<file path="src/design/tlvse_pkg.sv">
// ---------------------------------------------------------------------------
// tlvse_pkg: shared types and constants
// Register indexes, status codes, field widths and the result record of the
// envelope section extractor.
// ---------------------------------------------------------------------------
`timescale 1ns / 1ps
`default_nettype none

package tlvse_pkg;

  localparam int unsigned CfgIdxW  = 4;
  localparam int unsigned CfgDataW = 21;
  localparam int unsigned PosW     = 21;
  localparam int unsigned HdrBytes = 8;

  localparam logic [PosW-1:0] PosMax = {PosW{1'b1}};

  // register indexes
  localparam logic [CfgIdxW-1:0] CFG_EXPECTED_VERSION = 4'd0;
  localparam logic [CfgIdxW-1:0] CFG_SECURITY_TAG     = 4'd1;
  localparam logic [CfgIdxW-1:0] CFG_CRITICAL_MASK    = 4'd2;
  localparam logic [CfgIdxW-1:0] CFG_MAX_BYTES        = 4'd3;

  // status codes
  localparam logic [2:0] ST_OK           = 3'd0;
  localparam logic [2:0] ST_ENV_INVALID  = 3'd1;
  localparam logic [2:0] ST_VERSION      = 3'd2;
  localparam logic [2:0] ST_TRUNCATED    = 3'd3;
  localparam logic [2:0] ST_SECTION      = 3'd4;
  localparam logic [2:0] ST_SEC_EMPTY    = 3'd5;
  localparam logic [2:0] ST_CRITICAL     = 3'd6;

  typedef struct packed {
    logic [15:0]     expected_version;
    logic [15:0]     security_tag;
    logic [15:0]     critical_mask;
    logic [PosW-1:0] max_bytes;
  } cfg_regs_t;

  typedef struct packed {
    logic [7:0] sec_byte;
    logic       sec_valid;
    logic       sec_first;
    logic       done_res;
    logic [2:0] status;
  } result_t;

endpackage

`default_nettype wire

</file>
<file path="src/design/tlvse_if.sv">
// ---------------------------------------------------------------------------
// tlvse_if: channel interfaces
// Byte input channel, result channel and register write channel.
// ---------------------------------------------------------------------------
`timescale 1ns / 1ps
`default_nettype none

interface tlvse_byte_if;
  logic       valid;
  logic       ready;
  logic [7:0] byte_value;
  logic       last_byte;
  logic       empty_blob;

  modport source (output valid, byte_value, last_byte, empty_blob, input ready);
  modport sink   (input valid, byte_value, last_byte, empty_blob, output ready);
endinterface

interface tlvse_res_if;
  logic       valid;
  logic       ready;
  logic [7:0] sec_byte;
  logic       sec_valid;
  logic       sec_first;
  logic       done_res;
  logic [2:0] status;

  modport source (output valid, sec_byte, sec_valid, sec_first, done_res, status,
                  input ready);
  modport sink   (input valid, sec_byte, sec_valid, sec_first, done_res, status,
                  output ready);
endinterface

interface tlvse_cfg_if;
  logic        valid;
  logic        ready;
  logic [3:0]  index;
  logic [20:0] data;

  modport source (output valid, index, data, input ready);
  modport sink   (input valid, index, data, output ready);
endinterface

`default_nettype wire

</file>
<file path="src/design/tlvse_cfg_regs.sv">
// ---------------------------------------------------------------------------
// tlvse_cfg_regs: configuration register file
// Holds version, security tag, critical mask and size limit.
// ---------------------------------------------------------------------------
`timescale 1ns / 1ps
`default_nettype none

module tlvse_cfg_regs (
  input  wire                 clk,
  input  wire                 rst,
  tlvse_cfg_if.sink           cfg,
  output tlvse_pkg::cfg_regs_t regs
);
  import tlvse_pkg::*;

  logic wr;

  assign cfg.ready = 1'b1;
  assign wr        = cfg.valid && cfg.ready;

  always_ff @(posedge clk) begin
    if (rst) begin
      regs.expected_version <= 16'd1;
      regs.security_tag     <= 16'd1;
      regs.critical_mask    <= 16'h8000;
      regs.max_bytes        <= PosW'(65536);
    end else if (wr) begin
      case (cfg.index)
        CFG_EXPECTED_VERSION: regs.expected_version <= cfg.data[15:0];
        CFG_SECURITY_TAG:     regs.security_tag     <= cfg.data[15:0];
        CFG_CRITICAL_MASK:    regs.critical_mask    <= cfg.data[15:0];
        CFG_MAX_BYTES:        regs.max_bytes        <= cfg.data[PosW-1:0];
        default: ;
      endcase
    end
  end

endmodule

`default_nettype wire

</file>
<file path="src/design/tlvse_parser.sv">
// ---------------------------------------------------------------------------
// tlvse_parser: per-byte section parser
// Updates the parse state on each input beat and forms the result record.
// ---------------------------------------------------------------------------
`timescale 1ns / 1ps
`default_nettype none

module tlvse_parser (
  input  wire                  clk,
  input  wire                  rst,
  tlvse_byte_if.sink           blob,
  input  tlvse_pkg::cfg_regs_t regs,
  input  wire                  buf_ready,
  output logic                 res_push,
  output tlvse_pkg::result_t   res
);
  import tlvse_pkg::*;

  localparam logic [1:0] PH_ENV    = 2'd0;
  localparam logic [1:0] PH_SECHDR = 2'd1;
  localparam logic [1:0] PH_BODY   = 2'd2;

  logic [PosW-1:0] pos, pos_next;
  logic            over_limit, over_limit_next;
  logic [2:0]      first_error, first_error_next;
  logic [1:0]      phase, phase_next;
  logic [2:0]      hdr_cnt, hdr_cnt_next;
  logic [55:0]     shift, shift_next;
  logic [31:0]     body_left, body_left_next;
  logic            in_sec, in_sec_next;
  logic            crit_pend, crit_pend_next;
  logic            first_due, first_due_next;

  logic        beat, emit, first, done;
  logic [2:0]  st;
  logic [15:0] w0, w1, tag_id;
  logic [31:0] w2;
  logic        crit;

  assign blob.ready = buf_ready;
  assign beat       = blob.valid && blob.ready;

  // header words; the incoming byte completes the length word
  assign w0     = shift[15:0];
  assign w1     = shift[31:16];
  assign w2     = {blob.byte_value, shift[55:32]};
  assign tag_id = w0 & ~regs.critical_mask;
  assign crit   = (w0 & regs.critical_mask) != 16'd0;

  always_comb begin
    pos_next         = pos;
    over_limit_next  = over_limit;
    first_error_next = first_error;
    phase_next       = phase;
    hdr_cnt_next     = hdr_cnt;
    shift_next       = shift;
    body_left_next   = body_left;
    in_sec_next      = in_sec;
    crit_pend_next   = crit_pend;
    first_due_next   = first_due;
    emit             = 1'b0;
    first            = 1'b0;
    done             = 1'b1;
    st               = ST_OK;

    if (!blob.empty_blob) begin
      done = blob.last_byte;
      if (pos >= regs.max_bytes) over_limit_next = 1'b1;
      if (pos != PosMax) pos_next = pos + 1'b1;
      if (!over_limit_next && first_error == ST_OK) begin
        if (phase == PH_BODY) begin
          emit           = in_sec;
          body_left_next = body_left - 32'd1;
          if (body_left == 32'd1) begin
            if (crit_pend) first_error_next = ST_CRITICAL;
            phase_next     = PH_SECHDR;
            in_sec_next    = 1'b0;
            crit_pend_next = 1'b0;
          end
        end else if (hdr_cnt != 3'd7) begin
          shift_next[8*hdr_cnt +: 8] = blob.byte_value;
          hdr_cnt_next               = hdr_cnt + 3'd1;
        end else begin
          hdr_cnt_next = 3'd0;
          if (phase == PH_ENV) begin
            if (w0 != regs.expected_version || w1 != 16'd0) first_error_next = ST_VERSION;
            else phase_next = PH_SECHDR;
          end else if (w1 != 16'd0) begin
            first_error_next = ST_SECTION;
          end else if (tag_id == regs.security_tag) begin
            if (w2 == 32'd0) begin
              first_error_next = ST_SEC_EMPTY;
            end else begin
              phase_next     = PH_BODY;
              in_sec_next    = 1'b1;
              crit_pend_next = 1'b0;
              first_due_next = 1'b1;
              body_left_next = w2;
            end
          end else if (w2 == 32'd0) begin
            if (crit) first_error_next = ST_CRITICAL;
          end else begin
            phase_next     = PH_BODY;
            in_sec_next    = 1'b0;
            crit_pend_next = crit;
            body_left_next = w2;
          end
        end
        if (emit) begin
          first          = first_due;
          first_due_next = 1'b0;
        end
      end
    end

    // final status from the updated state
    if (done) begin
      if (over_limit_next) st = ST_ENV_INVALID;
      else if (pos_next == '0) st = ST_OK;
      else if (pos_next < PosW'(HdrBytes)) st = ST_ENV_INVALID;
      else if (first_error_next != ST_OK) st = first_error_next;
      else if (phase_next == PH_SECHDR && hdr_cnt_next != 3'd0) st = ST_TRUNCATED;
      else if (phase_next == PH_BODY && body_left_next != 32'd0) st = ST_SECTION;
      else st = ST_OK;
      if (st != ST_OK) begin
        emit  = 1'b0;
        first = 1'b0;
      end
    end
  end

  assign res_push      = beat && (emit || done);
  assign res.sec_byte  = emit ? blob.byte_value : 8'd0;
  assign res.sec_valid = emit;
  assign res.sec_first = first;
  assign res.done_res  = done;
  assign res.status    = st;

  always_ff @(posedge clk) begin
    if (rst || (beat && done)) begin
      pos         <= '0;
      over_limit  <= 1'b0;
      first_error <= ST_OK;
      phase       <= PH_ENV;
      hdr_cnt     <= 3'd0;
      body_left   <= 32'd0;
      in_sec      <= 1'b0;
      crit_pend   <= 1'b0;
      first_due   <= 1'b0;
    end else if (beat) begin
      pos         <= pos_next;
      over_limit  <= over_limit_next;
      first_error <= first_error_next;
      phase       <= phase_next;
      hdr_cnt     <= hdr_cnt_next;
      body_left   <= body_left_next;
      in_sec      <= in_sec_next;
      crit_pend   <= crit_pend_next;
      first_due   <= first_due_next;
    end
  end

  // header byte slots are always rewritten before they are read
  always_ff @(posedge clk) begin
    if (beat) shift <= shift_next;
  end

endmodule

`default_nettype wire

</file>
<file path="src/design/tlvse_out_buf.sv">
// ---------------------------------------------------------------------------
// tlvse_out_buf: two-entry result skid buffer
// Registers results; input keeps flowing through a sink stall until both are full.
// ---------------------------------------------------------------------------
`timescale 1ns / 1ps
`default_nettype none

module tlvse_out_buf (
  input  wire                clk,
  input  wire                rst,
  input  wire                push,
  input  tlvse_pkg::result_t din,
  output logic               can_take,
  tlvse_res_if.source        out
);
  import tlvse_pkg::*;

  logic [1:0] count;
  result_t    slot0, slot1;
  logic       pop;

  assign can_take = (count != 2'd2);
  assign pop      = out.valid && out.ready;

  assign out.valid     = (count != 2'd0);
  assign out.sec_byte  = slot0.sec_byte;
  assign out.sec_valid = slot0.sec_valid;
  assign out.sec_first = slot0.sec_first;
  assign out.done_res  = slot0.done_res;
  assign out.status    = slot0.status;

  always_ff @(posedge clk) begin
    if (rst) begin
      count <= 2'd0;
    end else begin
      case ({push, pop})
        2'b10:   count <= count + 2'd1;
        2'b01:   count <= count - 2'd1;
        default: count <= count;
      endcase
    end
  end

  always_ff @(posedge clk) begin
    case ({push, pop})
      2'b10: begin
        if (count == 2'd0) slot0 <= din;
        else slot1 <= din;
      end
      2'b01: slot0 <= slot1;
      2'b11: begin
        if (count == 2'd1) begin
          slot0 <= din;
        end else begin
          slot0 <= slot1;
          slot1 <= din;
        end
      end
      default: ;
    endcase
  end

endmodule

`default_nettype wire

</file>
<file path="src/design/tlv_envelope_section_extractor.sv">
// ---------------------------------------------------------------------------
// tlv_envelope_section_extractor: tagged metadata blob parser
// Checks envelope and section headers byte by byte and streams out the
// security section body with a final status on the last byte.
// ---------------------------------------------------------------------------
//  channel  dir  payload                                         handshake
//  blob     in   byte_value, last_byte, empty_blob               valid/ready
//  result   out  sec_byte, sec_valid, sec_first, done_res, status valid/ready
//  cfg      in   index, data                                     valid/ready
//
// One byte per cycle; a result lands in the output buffer the cycle after
// its beat. Two result slots decouple the sides: blob stalls only while both
// are full. Bytes that give no result are still accepted. Reset clears the
// parse state and loads register defaults; cfg is always ready.
// ---------------------------------------------------------------------------
`timescale 1ns / 1ps
`default_nettype none

module tlv_envelope_section_extractor (
  input  wire         clk,
  input  wire         rst,
  tlvse_byte_if.sink  blob,
  tlvse_res_if.source result,
  tlvse_cfg_if.sink   cfg
);
  import tlvse_pkg::*;

  cfg_regs_t regs;
  result_t   res;
  logic      res_push;
  logic      buf_ready;

  tlvse_cfg_regs u_cfg (
    .clk  (clk),
    .rst  (rst),
    .cfg  (cfg),
    .regs (regs)
  );

  tlvse_parser u_parser (
    .clk       (clk),
    .rst       (rst),
    .blob      (blob),
    .regs      (regs),
    .buf_ready (buf_ready),
    .res_push  (res_push),
    .res       (res)
  );

  tlvse_out_buf u_out (
    .clk      (clk),
    .rst      (rst),
    .push     (res_push),
    .din      (res),
    .can_take (buf_ready),
    .out      (result)
  );

endmodule

`default_nettype wire
</file>
<file path="src/flat_wrapper.sv">
// flat-port wrapper written by rule: the top's interface ports become plain ports
module tlv_envelope_section_extractor_flat import tlvse_pkg::*;
  (clk, rst, blob_valid, blob_byte_value, blob_last_byte, blob_empty_blob, blob_ready, result_valid, result_sec_byte, result_sec_valid, result_sec_first, result_done_res, result_status, result_ready, cfg_valid, cfg_index, cfg_data, cfg_ready);
  tlvse_byte_if blob_i ();
  tlvse_res_if result_i ();
  tlvse_cfg_if cfg_i ();
  input  wire clk;
  input  wire rst;
  input wire logic [$bits(blob_i.valid)-1:0] blob_valid;
  input wire logic [$bits(blob_i.byte_value)-1:0] blob_byte_value;
  input wire logic [$bits(blob_i.last_byte)-1:0] blob_last_byte;
  input wire logic [$bits(blob_i.empty_blob)-1:0] blob_empty_blob;
  output wire logic [$bits(blob_i.ready)-1:0] blob_ready;
  output wire logic [$bits(result_i.valid)-1:0] result_valid;
  output wire logic [$bits(result_i.sec_byte)-1:0] result_sec_byte;
  output wire logic [$bits(result_i.sec_valid)-1:0] result_sec_valid;
  output wire logic [$bits(result_i.sec_first)-1:0] result_sec_first;
  output wire logic [$bits(result_i.done_res)-1:0] result_done_res;
  output wire logic [$bits(result_i.status)-1:0] result_status;
  input wire logic [$bits(result_i.ready)-1:0] result_ready;
  input wire logic [$bits(cfg_i.valid)-1:0] cfg_valid;
  input wire logic [$bits(cfg_i.index)-1:0] cfg_index;
  input wire logic [$bits(cfg_i.data)-1:0] cfg_data;
  output wire logic [$bits(cfg_i.ready)-1:0] cfg_ready;
  assign blob_i.valid = blob_valid;
  assign blob_i.byte_value = blob_byte_value;
  assign blob_i.last_byte = blob_last_byte;
  assign blob_i.empty_blob = blob_empty_blob;
  assign blob_ready = blob_i.ready;
  assign result_valid = result_i.valid;
  assign result_sec_byte = result_i.sec_byte;
  assign result_sec_valid = result_i.sec_valid;
  assign result_sec_first = result_i.sec_first;
  assign result_done_res = result_i.done_res;
  assign result_status = result_i.status;
  assign result_i.ready = result_ready;
  assign cfg_i.valid = cfg_valid;
  assign cfg_i.index = cfg_index;
  assign cfg_i.data = cfg_data;
  assign cfg_ready = cfg_i.ready;
  tlv_envelope_section_extractor u_core (.clk(clk), .rst(rst), .blob(blob_i), .result(result_i), .cfg(cfg_i));
endmodule
</file>
<file path="config.mk">
export PLATFORM = sky130hd
export DESIGN_NAME = tlv_envelope_section_extractor_flat
export DESIGN_NICKNAME = d
export VERILOG_FILES = /design/src/design/tlvse_pkg.sv /design/src/design/tlvse_if.sv /design/src/design/tlvse_cfg_regs.sv /design/src/design/tlvse_parser.sv /design/src/design/tlvse_out_buf.sv /design/src/design/tlv_envelope_section_extractor.sv /design/src/flat_wrapper.sv
export SDC_FILE = /design/constraint.sdc
export NUM_CORES = 1
export LEC_CHECK = 0
export BUFFER_PORTS_ARGS = -buffer_cell sky130_fd_sc_hd__buf_2
export CORE_UTILIZATION = 60
export DETAILED_ROUTE_END_ITERATION = 16
export PLACE_DENSITY = 0.81
export SYNTH_ARGS = -nofsm -noshare
export SYNTH_HDL_FRONTEND = slang
export SYNTH_SLANG_ARGS = --single-unit
</file>
<file path="constraint.sdc">
create_clock -name clk -period 11.8 [get_ports clk]
set_input_delay 0.59 -clock clk [delete_from_list [all_inputs] [get_ports clk]]
set_output_delay 0.59 -clock clk [all_outputs]
set_load 0.02 [all_outputs]
</file>
; ---- After elaboration in Yosys (flattened, before gate mapping)
; Cells that the tools add are included.
[op_classes]
shifts = 2
reduce_logical = 37
muxes = 88
add_sub_neg = 6
order_cmp = 2
bitwise = 5
eq_ne = 29
[ops]
columns = operator, n
row1 = 2-to-1 mux 32 bit, 7
row2 = 2-to-1 mux 3 bit, 25
row3 = bitwise mux 56 bit, 1
row4 = 2-to-1 mux 14 bit, 4
row5 = "variable shift 8 x 34 -> 56 bit, first input constant", 1
row6 = indexed part select 8 x 34 -> 56 bit, 1
row7 = 2-to-1 mux 21 bit, 2
row8 = case mux 14 bit (3 select lines), 1
row9 = 2-to-1 mux 1 bit, 36
row10 = negator 6 -> 34 bit, 1
row11 = bitwise AND 16 bit, 2
row12 = "== test 32 x 1 -> 1 bit, second input constant", 1
row13 = logical NOT 32 bit, 1
row14 = nonzero test 16 bit, 2
row15 = nonzero test 32 bit, 1
row16 = "subtractor 32 x 1 -> 32 bit, second input constant", 1
row17 = case mux 14 bit (2 select lines), 1
row18 = "adder 21 x 1 -> 21 bit, second input constant", 1
row19 = greater-or-equal comparator 21 bit, 1
row20 = logical NOT 21 bit, 1
row21 = "< comparator 21 x 4 -> 1 bit, second input constant", 1
row22 = "!= test 21 bit, second input constant", 1
row23 = 2-to-1 mux 2 bit, 9
row24 = == test 16 bit, 1
row25 = other kinds (28), 66
[totals]
out_inout_bits = 17
inputBits = 40
word_cells = 194
register_bits = 220

; ---- Longest topological paths before layout
[logic_depth]
depth_word = 25
depth_mapped = 17
depth_no_buf = 14

; ---- Hierarchy
; From an unflattened synthesis, not the netlist that was laid out.
[hier_totals]
hier_cells = 1376
area_unflattened_um2 = 12985.0
[modules_own_cells]
columns = mod, n_inst, cells_each, area_each_um2, seq_area_each_um2
row1 = tlvse_parser, 1, 1015, 8608.3, 2982.9
row2 = tlvse_cfg_regs, 1, 259, 2826.5, 1381.3
row3 = tlvse_out_buf, 1, 102, 1550.2, 880.8

; ---- Worst setup path after synthesis
; Ideal clock, no wire load.
[synth_path]
path_kind = register to register
from = register u_core.u_parser.pos[0]
to = register u_core.u_out.slot0, in the netlist u_core.u_out.out.done_res (enable)
period_less_slack_ns = 4.110
setup_ns = 0.404
arrival_time_ns = 3.706
n_path_buf = 2
slack_ns = 7.690
t_required_ns = 11.396
stages_incl_launch_ff = 14
path_cell_list = dfxtp_1 -> inv_1 -> ha_1 -> nand2b_1 -> a211oi_1 -> o21a_1 -> o21ai_0 -> clkbuf_1 -> nor2_1 -> clkbuf_1 -> nand3_1 -> a21oi_1 -> inv_1 -> o21ai_0
[synth_between]
elab_chain_len = 24
elab_cells_between_ends = 47
cone_classes = add/sub: 1 / order compare: 2 / eq/ne: 7 / mux: 24 / reduce/logical: 13
[synth_rtl]
columns = element, line_no
row1 = "start, declared", tlvse_parser.sv:23  ; logic [PosW-1:0] pos, pos_next;
row2 = "start signal, assigned", tlvse_parser.sv:151  ; pos <= pos_next;
row3 = greater-or-equal comparator 21 bit, tlvse_parser.sv:68  ; if (pos >= regs.max_bytes) over_limit_next = 1'b1;
row4 = 2-to-1 mux 1 bit, tlvse_parser.sv:68
row5 = 2-to-1 mux 1 bit, tlvse_parser.sv:66  ; if (!blob.empty_blob) begin
row6 = logical NOT 1 bit, tlvse_parser.sv:70  ; if (!over_limit_next && first_error == ST_OK) begin
row7 = logical AND 1 bit, tlvse_parser.sv:70
row8 = 2-to-1 mux 32 bit or 2-to-1 mux 2 bit (tied branches), tlvse_parser.sv:70
row9 = 2-to-1 mux 32 bit or 2-to-1 mux 2 bit (tied branches), tlvse_parser.sv:66
row10 = nonzero test 32 bit or == test 2 bit (tied branches), tlvse_parser.sv:123  ; else if (phase_next == PH_BODY && body_left_next != 32'd0) st = ST_SECTION;
row11 = (+8 left out), -
row12 = nonzero test 3 bit, tlvse_parser.sv:125  ; if (st != ST_OK) begin
row13 = 2-to-1 mux 1 bit, tlvse_parser.sv:125
row14 = 2-to-1 mux 1 bit *, tlvse_parser.sv:117  ; if (done) begin
row15 = logical OR 1 bit *, tlvse_parser.sv:132  ; assign res_push = beat && (emit || done);
row16 = logical AND 1 bit *, tlvse_parser.sv:132
row17 = == test 2 bit or == test 2 x 1 -> 1 bit (tied branches), tlvse_out_buf.sv:45  ; case ({push, pop})
row18 = != test 2 bit (no source line) or nonzero test 3 bit (tied branches), -
row19 = AND reduction 2 bit (no source line) *, -
row20 = "end signal, assigned", tlvse_out_buf.sv:47  ; if (count == 2'd0) slot0 <= din;
row21 = "end signal, assigned", tlvse_out_buf.sv:50  ; 2'b01: slot0 <= slot1;
row22 = "end signal, assigned", tlvse_out_buf.sv:53  ; slot0 <= din;
row23 = "end, declared", tlvse_out_buf.sv:19  ; result_t slot0, slot1;
; Mark *: on every way between the ends. The rest lies on a longest branch, timed or not. The select of a mux whose other input is x is not followed.
; A chain may end at the register's enable or synchronous reset.

; ---- Worst setup path in the final report
[layout_path]
from = register u_core.u_parser.pos[11]
to = register u_core.u_out.slot0, in the netlist u_core.u_out.out.sec_byte[1] (enable)
; Same word-level chain as after synthesis.

==> impl_metrics.ini <==
[synthesis]
synth_edf_count = 84
synthesis.instances = 1386
synth-async-reset-ratio_pct = 0
seq_area_frac_synth_pct = 43.3
synth_top_family_by_area = simple AND/OR/NAND/NOR gates
synth_compound_area_share_pct = 16.1
synth_xor_area_share_pct = 4.77
synth-adder-area-share_pct = 3.51
synthMuxAreaShare_pct = 2.91
ys_types = 79
synth-seq-cells = 220
netlist_area_um2 = 12100
synthFlopType = dfxtp_1
synth_fp_nets = 1460
ys_warn_count = 0
synth-simple-area-share_pct = 25.3
synth_area_per_cell_um2 = 8.75

[setup_path]
required_ns = 11.92
r2r_setup_slack_ns = 6.81
critPathMaxStageDelay_ns = 0.98
cpMaxStageDelayCell = o21ai_1
critPathArrivalTime_ns = 5.11
end_kind = register
cpMostUsedCell = a21oi_1
cp-start-kind = register
worstPathCellList = ha_1 > a41o_1 > a21oi_1 > or3_1 > nand4_1 > nor2_1 > buf_4 > nand3_1 > a21oi_1 > inv_1 > o21ai_1
critPathMaxFanout = 14
crit_type = register to register

[pwr]
p_total_uw = 1910
pwr_density_cell_nw_per_um2 = 143
peakVddDrop_v = 0.000122
total_leakage_power_uw = 0.00487

[routing]
vias = 10700
first_iter_violations = 1043
drc_errors = 0
drtPass1Iterations = 5
wl_mm = 35.8
ant_nets = 0
vias_per_cell = 6.38
wl_per_cell_um = 21.3

[run_status]
status = finished clean

[grt]
grt.met1_usage_pct = 44.9
busiest_layer = met2
antenna_found_initial = 0
use_met2_pct = 55.7
grt.overflow.total = 0
grt_use_total_pct = 34.3
grt_use_met3_pct = 5.50
grt_pass1_vias = 9867
grt_first_pass_wirelength_mm = 54.5
grt_max_degree = 74

[clocking]
insertion_delay_ns = 0.52
cts_hold_buf = 0
cts_resized = 0
cts_buffers = 23
clock-root-buffer = clkbuf_16
cts_tree = done
cts.sinks = 220
path_clk_slew_ns = 0.06
postCtsSetupRepairBufs = 0
clockBufferDepth = 3
htree_levels = 1

[floorplan]
dieHeight_um = 144
core_um2 = 19700
dieArea_um2 = 20800
die_w_um = 144
start_util_pct = 61.7
rows = 51
io-pin-count = 57

[job]
cap_violations = 0

[sta]
max_freq_mhz = 201
setup_violations = 0
slew_violations = 0
rsz0062_at_grt = false
finalClockSkew_ns = 0.0155
finalCritPeriodShare_pct = 42.3
finalHoldViolations = 0
relSlewSlack_pct = 14.8
worstMarginPinSlew_ns = 1.27
setup_tns_ns = 0
fin_crit_ns = 4.99

[place]
gp_congestion = 0.996
io_buffers = 55
place_hpwl_mm = 25.5

[layout]
final_util_pct = 67.7
drive_above_1_share_pct = 9.55
fin_nets = 1471
syn2layout_area_growth_pct = 9.77
nFillCells = 1583
diodes = 0

[worst_hold_path]
hp-class = primary input to register
## cell usage in the layout, fill, tap and decap left out, drive strengths merged, types with 16 or more instances in the layout
| cell type | count |
|---|---|
| a211oi | 22 |
| edfxtp | 84 |
| nand2 | 164 |
| a21oi | 94 |
| nor2b | 26 |
| ha | 34 |
| buf | 69 |
| mux2i | 33 |
| nor3 | 53 |
| clkbuf | 32 |
| inv | 46 |
| dfxtp | 136 |
| nand3 | 30 |
| nor2 | 148 |
| xor2 | 32 |
| nand4 | 26 |
| and2 | 59 |
| or3 | 16 |
| xnor2 | 34 |
| nor4 | 38 |
| o21ai | 43 |
## final cells by class
| type | instances | area (um2) | area share (%) |
|---|---|---|---|
| Multi-Input combinational cell | 1038 | 6390 | 48.0 |
| Timing Repair Buffer | 69 | 380 | 2.86 |
| Tap cell | 265 | 332 | 2.49 |
| Sequential cell | 220 | 5250 | 39.4 |
| Inverter | 45 | 169 | 1.27 |
| Clock buffer | 32 | 641 | 4.81 |
| Clock inverter | 10 | 153 | 1.15 |
## report_power, final
group          internal, uW  switching [uW]
registers               839            22.9
logic                  84.8             197
clock network           466             299
total                  1390             519
## state kept, by name, summed over array words and instances (netlist names), 2 cells and up
name,count
u_core.u_out.out.sec_byte,8
u_core.u_out.slot1,14
u_core.u_parser.pos,21
u_core.u_out.count,2
u_core.u_out.out.status,3
u_core.u_parser.body_left,32
u_core.u_parser.shift,56
u_core.u_cfg.regs,69
u_core.u_parser.first_error,3
u_core.u_parser.hdr_cnt,3
u_core.u_parser.phase,2
## kinds of logic after synthesis
kind of cell / after synthesis
other: 1
multiplexers: 35
buffers and inverters: 128
AO/OA/AOI/OAI: 291
AND/OR/NAND/NOR: 611
XOR/XNOR: 66
flip-flops: 220
adder cells (fa/ha/maj): 34
## cells in the mapped netlist (all sizes together), types with 11 or more instances
library cell / count / area, um2
edfxtp: 84 / 2520
inv: 45 / 169
nand2: 164 / 616
or3: 16 / 100
nor4: 38 / 275
o21ai: 43 / 215
ha: 34 / 425
a21o: 11 / 82.6
and3: 13 / 81.3
dfxtp: 136 / 2720
xor2: 32 / 280
a21oi: 94 / 474
nand3: 30 / 155
nor3: 53 / 275
a211oi: 22 / 165
clkbuf: 73 / 274
and2: 59 / 369
mux2i: 33 / 330
nor2: 148 / 568
nand4: 26 / 163
xnor2: 34 / 298
nor2b: 26 / 163
## worst max-delay path, delay by kind of cell, from the launching register on
kind | cells | cell delay [ns]
AND/OR/NAND/NOR | 4 | 1.74
flip-flops | 1 | 0.46
adder cells (fa/ha/maj) | 1 | 0.31
buffers and inverters | 2 | 0.43
AO/OA/AOI/OAI | 4 | 1.64
## layer usage
layer  share of wire [%]  vias to the layer above
met2                  46                      562
li1                    -                     5022
met3                 8.7                      103
met5                   0                        -
met4                 4.7                        0
met1                  41                     5030
## worst paths after layout
path,startpoint,end,depth (start not counted)
worst max-delay path,u_core.u_parser.pos[11],u_core.u_out.out.sec_byte[1],11
worst min register to register,u_core.u_cfg.regs[5],u_core.u_cfg.regs[5],2
worst min-delay path,cfg_data[16],u_core.u_cfg.regs[16],3
worst max register to register,u_core.u_parser.pos[11],u_core.u_out.out.sec_byte[1],11
## per-stage QoR
stage          instance area (um2)  setup slack (ns)  std cells  hold slack (ns)
4_1_cts                      13300              6.85       1679            0.294
3_3_place_gp                 12500              7.04       1637            0.443
6_report                     13300              6.81       1679            0.307
2_1_floorplan                12100              7.69       1386            0.436
5_1_grt                      13300              6.46       1679            0.314
3_5_place_dp                 12500              6.86       1637            0.446
(Power assumes the default switching activity.)
